### src/hw/rtl/pip_pkg.sv
`default_nettype none

package pip_pkg;

    // Defaults for the top-level parameters
    localparam int MAX_VERTICES_DEF = 64;
    localparam int COORD_BITS_DEF   = 16;

    // Result transfer layout, lowest bit first:
    // inside_res, on_boundary, store_full, vertices_held, zero pad
    localparam int HELD_W      = 7;
    localparam int OUT_TDATA_W = 16;
    localparam int OUT_PAD_W   = OUT_TDATA_W - 3 - HELD_W;

    // Item kinds carried on s_axis_tuser
    localparam logic OP_APPEND = 1'b0;
    localparam logic OP_QUERY  = 1'b1;

    typedef enum logic [3:0] {
        ST_IDLE   = 4'b0001,
        ST_WALK   = 4'b0010,
        ST_DRAIN  = 4'b0100,
        ST_FINISH = 4'b1000
    } pip_state_t;

    // Per-edge verdict from the edge test pipeline
    typedef struct packed {
        logic valid;
        logic hit;
        logic on_point;
    } pip_edge_res_t;

endpackage

`default_nettype wire

### src/hw/rtl/pip_edge_unit.sv
`default_nettype none

module pip_edge_unit
    import pip_pkg::*;
#(
    parameter int COORD_BITS = COORD_BITS_DEF
) (
    input  wire                          aclk,
    input  wire                          aresetn,
    input  wire                          in_valid,
    input  wire signed [COORD_BITS-1:0]  x1,
    input  wire signed [COORD_BITS-1:0]  y1,
    input  wire signed [COORD_BITS-1:0]  x2,
    input  wire signed [COORD_BITS-1:0]  y2,
    input  wire signed [COORD_BITS-1:0]  px,
    input  wire signed [COORD_BITS-1:0]  py,
    input  wire signed [COORD_BITS-1:0]  lo_x,
    input  wire signed [COORD_BITS-1:0]  hi_x,
    output logic                         busy,
    output pip_edge_res_t                res
);

    localparam int DW = COORD_BITS + 1;
    localparam int PW = 2 * DW;

    // Stage A: differences against the edge start
    logic                 va_reg;
    logic signed [DW-1:0] dx_reg, dy_reg, pd_reg, lx_reg, hx_reg, pxd_reg;

    // Stage B: products and the row range check
    logic                 vb_reg;
    logic                 neg_reg;
    logic                 ok_reg;
    logic signed [PW-1:0] num_reg, plo_reg, phi_reg, ppt_reg;

    pip_edge_res_t        res_reg;

    logic                 in_range;
    logic                 outside;
    logic                 crossing;

    always_ff @(posedge aclk) begin
        if (!aresetn) begin
            va_reg  <= 1'b0;
            vb_reg  <= 1'b0;
            res_reg <= '0;
        end else begin
            va_reg        <= in_valid;
            vb_reg        <= va_reg;
            res_reg.valid <= vb_reg;
            res_reg.hit   <= vb_reg & crossing;
            res_reg.on_point <= vb_reg & crossing & (num_reg == ppt_reg);
        end
    end

    always_ff @(posedge aclk) begin
        dx_reg  <= DW'(x2)   - DW'(x1);
        dy_reg  <= DW'(y2)   - DW'(y1);
        pd_reg  <= DW'(py)   - DW'(y1);
        lx_reg  <= DW'(lo_x) - DW'(x1);
        hx_reg  <= DW'(hi_x) - DW'(x1);
        pxd_reg <= DW'(px)   - DW'(x1);
    end

    // A falling edge mirrors the row test instead of negating operands
    always_comb begin
        if (dy_reg < 0) begin
            in_range = (pd_reg <= 0) && (pd_reg >= dy_reg);
        end else begin
            in_range = (pd_reg >= 0) && (pd_reg <= dy_reg);
        end
    end

    always_ff @(posedge aclk) begin
        neg_reg <= dy_reg < 0;
        ok_reg  <= (dy_reg != 0) && in_range;
        num_reg <= PW'(dx_reg)  * PW'(pd_reg);
        plo_reg <= PW'(lx_reg)  * PW'(dy_reg);
        phi_reg <= PW'(hx_reg)  * PW'(dy_reg);
        ppt_reg <= PW'(pxd_reg) * PW'(dy_reg);
    end

    // Stage C: bound compares, direction flipped for a falling edge
    always_comb begin
        if (neg_reg) begin
            outside = (num_reg > plo_reg) || (num_reg < phi_reg);
        end else begin
            outside = (num_reg < plo_reg) || (num_reg > phi_reg);
        end
        crossing = ok_reg && !outside;
    end

    assign busy = va_reg | vb_reg | res_reg.valid;
    assign res  = res_reg;

endmodule

`default_nettype wire

### config.mk
export PLATFORM = sky130hd
export DESIGN_NAME = pip_edge_unit
export DESIGN_NICKNAME = d
export VERILOG_FILES = /design/src/hw/rtl/pip_pkg.sv /design/src/hw/rtl/pip_edge_unit.sv
export SDC_FILE = /design/constraint.sdc
export NUM_CORES = 2
export LEC_CHECK = 0
export ABC_AREA = 1
export BUFFER_PORTS_ARGS = -buffer_cell sky130_fd_sc_hd__buf_2
export CAP_MARGIN = 10
export CORE_MARGIN = 1.5
export CORE_UTILIZATION = 25
export CTS_CLUSTER_DIAMETER = 120
export DETAILED_ROUTE_END_ITERATION = 8
export HOLD_SLACK_MARGIN = 0.15
export PLACE_DENSITY = 0.44
export SYNTH_ARGS = -nofsm -noshare
export SYNTH_HDL_FRONTEND = slang
export SYNTH_SLANG_ARGS = --single-unit
### constraint.sdc
create_clock -name aclk -period 9.7 [get_ports aclk]
set_input_delay 0.97 -clock aclk [delete_from_list [all_inputs] [get_ports aclk]]
set_output_delay 0.97 -clock aclk [all_outputs]
set_load 0.05 [all_outputs]
* Word level (Yosys, flattened, before mapping)
Index checks and enable logic that the tools add are counted.
** Storage, ports and cells
- Register bits :: 245
- Output and inout port bits :: 4
** Cells by class
- Add/sub/neg operators :: 6
- $mul :: 4
- Magnitude comparators :: 9
- Eq/ne operators :: 1
- Muxes and demuxes :: 2
- Bitwise gates (word level) :: 4
- Reductions and logical operators :: 8
** Operators by type and width (count)
- $mul 17x17->34 :: 4
- $sub 16x16->17 :: 6
- $gt 34x34->1 :: 2
- $lt 34x34->1 :: 2
- $eq 34x34->1 :: 1
- $reduce_bool 32->1 :: 1
- $ge 17x1->1 const B :: 1
- $ge 17x17->1 :: 1
- $le 17x1->1 const B :: 1
- $le 17x17->1 :: 1
- $lt 17x1->1 const B :: 1
- $logic_and 1x1->1 :: 4
- $and 1x1->1 :: 2
- $logic_or 1x1->1 :: 2
- $mux 1 :: 2
- $or 1x1->1 :: 2
- $logic_not 1->1 :: 1

* Logic depth before layout (Yosys ltp)
- Word-level depth :: 7
- Gate-level depth with buffers :: 30
- Gate-level depth less buffers :: 28

* Least setup slack after synthesis
No wires, ideal clock.
- Path kind :: register to register
- From :: reg dy_reg[3]
- To :: reg ppt_reg[33]
- Setup time :: 0.133 ns
- Data arrival time :: 5.642 ns
- Data required time :: 9.567 ns
- Path slack :: 3.925 ns
- Cell stages (with the launch flop) :: 19
- Clock period less this slack :: 5.775 ns
- Cells stage by stage :: dfxtp_1 > clkbuf_1 > clkbuf_1 > nand2_1 > inv_1 > fa_1 > fa_1 > inv_1 > fa_1 > fa_1 > fa_1 > fa_1 > inv_1 > ha_1 > a21o_1 > a31oi_2 > o21ai_0 > a221oi_1 > xor2_1
** On the way
- Word-level cells in the longest chain between the ends :: 1
** Ends and longest elaborated chain
- from (decl) :: RTL line pip_edge_unit.sv:28 : logic signed [DW-1:0] dx_reg, dy_reg, pd_reg, lx_reg, hx_reg, pxd_reg;
- from (signal assigned) :: RTL line pip_edge_unit.sv:58 : dy_reg <= DW'(y2) - DW'(y1);
- $mul 17x17->34 :: RTL line pip_edge_unit.sv:80 : ppt_reg <= PW'(pxd_reg) * PW'(dy_reg);
- to (signal assigned) :: RTL line pip_edge_unit.sv:80
- to (decl) :: RTL line pip_edge_unit.sv:34 : logic signed [PW-1:0] num_reg, plo_reg, phi_reg, ppt_reg;
No other way between the ends.
A chain may end at the register's enable or synchronous reset.

* Final worst setup path
- From :: reg dy_reg[6]
- To :: reg phi_reg[24]
** On the way
- Word-level cells in the longest chain between the ends :: 1
** Ends and longest elaborated chain
- $mul 17x17->34 :: RTL line pip_edge_unit.sv:79 : phi_reg <= PW'(hx_reg) * PW'(dy_reg);
- to (signal assigned) :: RTL line pip_edge_unit.sv:79
- to (decl) :: RTL line pip_edge_unit.sv:34
No other way between the ends.

==> impl_metrics.py <==
metrics = {
    "clock_tree": {
        "postCtsSetupRepairBufs": 0,
        "cts_tree": "done",
        "cts.repair.resized": 0,
        "path_clk_slew_ps": 70,
        "cts-root-buf": "clkbuf_16",
        "cts_buffers": 39,
        "clk_latency_ps": 630,
        "clk_path_buf_depth": 3,
        "cts.sinks": 245,
        "htreeDepth": 2,
        "hold_buffers": 0,
    },
    "place": {
        "gp_congestion": 0.887,
        "portBuffers": 134,
        "hpwl_mm": 149,
    },
    "grt": {
        "grt_pass1_wl_mm": 277,
        "overflow": 0,
        "grt_pass1_vias": 46200,
        "grt_max_degree": 54,
        "antenna_found_initial": 12,
        "globalRouteTotalUtil": 0.157,
    },
    "worst_setup_path": {
        "ff2ff_setup_slack_ps": 2890,
        "slowest_delay_ps": 1070,
        "crit_fanout": 29,
        "required_ps": 10190,
        "crit_type": "reg2reg",
        "critical-path-top-delay-family": "adder cells",
        "crit_chain": "buf_4, nand2_1, inv_1, fa_1, inv_1, fa_1, fa_1, inv_1, fa_1, fa_1, inv_1, fa_1, inv_1, ha_1, nand2_1, nor2_1, inv_1, nor3_1, a21oi_2, o21ai_2, a21oi_1, xnor2_1",
        "startpoint_type": "flip-flop",
        "end_kind": "flip-flop",
        "critPathBufInv": 7,
        "cp_slowest_cell": "dfxtp_2",
        "arrival_ps": 7300,
    },
    "logic_synthesis": {
        "synth.most_common_cell": "inv_1",
        "yosysTopAreaCell": "fa_1",
        "synth_cell_type_count": 51,
        "yosys-top-cells-area": "fa_1, inv_1, ha_1",
        "synth_edf_count": 0,
        "synthTopCellsByCount": "inv_1, nand2_1, fa_1, ha_1, clkbuf_1",
        "ys.flop_type": "dfxtp_1",
        "syn_area_per_cell_um2": 8.10,
        "synthArstFlopShare": 0,
        "synthAdderAreaFrac": 0.530,
        "synth-seq-cells": 245,
        "muxShareOfSynthArea": 0,
        "synth_area_mm2": 0.0572,
        "synth_warnings": 0,
        "synth_compound_area_frac": 0.0507,
        "synth-seq-area-share": 0.0857,
        "synth_top_family_by_area": "adder cells",
        "synth_top_area_frac": 0.416,
        "synth_nets": 8903,
        "synth_simple_gate_area_share": 0.135,
        "syn_inst": 7061,
        "synthXorXnorAreaFrac": 0.0387,
    },
    "sta": {
        "setup_viol": 0,
        "drv_slew": 0,
        "rsz0062_at_grt": "no",
        "worst_pin_slew_ps": 1190,
        "finalSetupTns_ps": 0,
        "min_period_ps": 6810,
        "slew_headroom": 0.206,
        "max_freq_mhz": 147,
        "fin_skew_ps": 41.5,
        "period_share": 0.702,
        "hold_viol": 0,
    },
    "floorplan": {
        "die_h_um": 481,
        "die_area_mm2": 0.232,
        "coreArea_mm2": 0.227,
        "die_width_um": 481,
        "io_pins": 135,
        "num_rows": 175,
        "start_util": 0.251,
    },
    "route": {
        "drt_iter0_markers": 2346,
        "drt_pass1_iterations": 7,
        "ant_nets": 0,
        "num_vias": 42600,
        "route.met2.wl_mm": 81.9,
        "top_layer_used": "met4",
        "drc": 0,
        "wire_per_inst_um": 17.8,
        "wl_mm": 179,
        "route.met3.wl_mm": 8.17,
        "wl_met1_mm": 84.4,
        "via_per_inst": 4.23,
    },
    "final_layout": {
        "drive_gt1_frac": 0.0493,
        "area_delta_synth_final_pct": 9.11,
        "final_core_util": 0.274,
        "finalNetCount": 8865,
    },
    "status": {
        "outcome": "finished clean",
    },
    "worst_hold_path": {
        "worstHoldPathType": "reg2reg",
    },
    "flow_run": {
        "max-cap-violations": 0,
    },
}
-- layout by cell type (no fill, tap or decap), drive strengths merged, types with 5 or more instances in the layout --
cell type,instances
fa,1190
nand3,80
diode,6
a21boi,14
nand2,1572
nor3b,6
a31oi,12
buf,192
clkbuf,48
dfxtp,245
a21o,34
inv,2165
o21a,5
or2,18
nand3b,6
ha,521
clkinv,10
nor3,37
o21ai,115
xor2,141
a211oi,5
a21oi,238
nor4,22
o21bai,15
xnor2,112
a221oi,10
o31ai,16
nor2,172
nand4,31
-- layout make-up --
class                           instances  area (µm²)
Fill cell                           24700      165000
Multi-Input combinational cell       4388       43200
Inverter                             2157        8100
Sequential cell                       245        4920
Tap cell                             3009        3760
Timing Repair Buffer                  192        1110
Clock buffer                           48        1070
Clock inverter                         24         254
Antenna cell                            6        15.0
-- per-stage QoR --
step	setup WS, ps	hold slack (ps)	std cells	instance area (µm²)
2_1_floorplan	3930	338	7061	57200
3_3_place_gp	2890	412	9991	61100
3_5_place_dp	2910	416	9991	61100
4_1_cts	2860	426	10100	62400
5_1_grt	2590	452	10100	62400
6_report	2890	423	10100	62400
-- cells by family (layout without fill, tap and decap cells) --
group,count (synthesis),count (layout)
buffers and inverters,2428,2421
AOI/OAI and AO/OA,475,475
adders and majority gates,1711,1711
other,0,6
and+or+nand+nor,1949,1949
xor gates and xnor gates,253,253
DFF,245,245
-- worst paths after layout --
kind / from / to / cells past startpoint
max: dy_reg[6] / phi_reg[24] / 22
min: va_reg / vb_reg / 2
max reg2reg: dy_reg[6] / phi_reg[24] / 22
min reg2reg: va_reg / vb_reg / 2
-- worst min-delay path: cells and delay by family (launching register included) --
family	cells	cell delay (ps)
buffers and inverters	1	30
flip-flops	1	310
AND/OR/NAND/NOR	1	50
-- metal layers --
metal  vias up  GRT usage
met4         0     0.0411
met3       155     0.0209
li1      20100          -
met5         -          0
met1     21600      0.217
met2       782      0.257
Power is left out: the tool's default activity adds up to more than one toggle a clock period on the data nets, which glitch-free logic cannot reach.
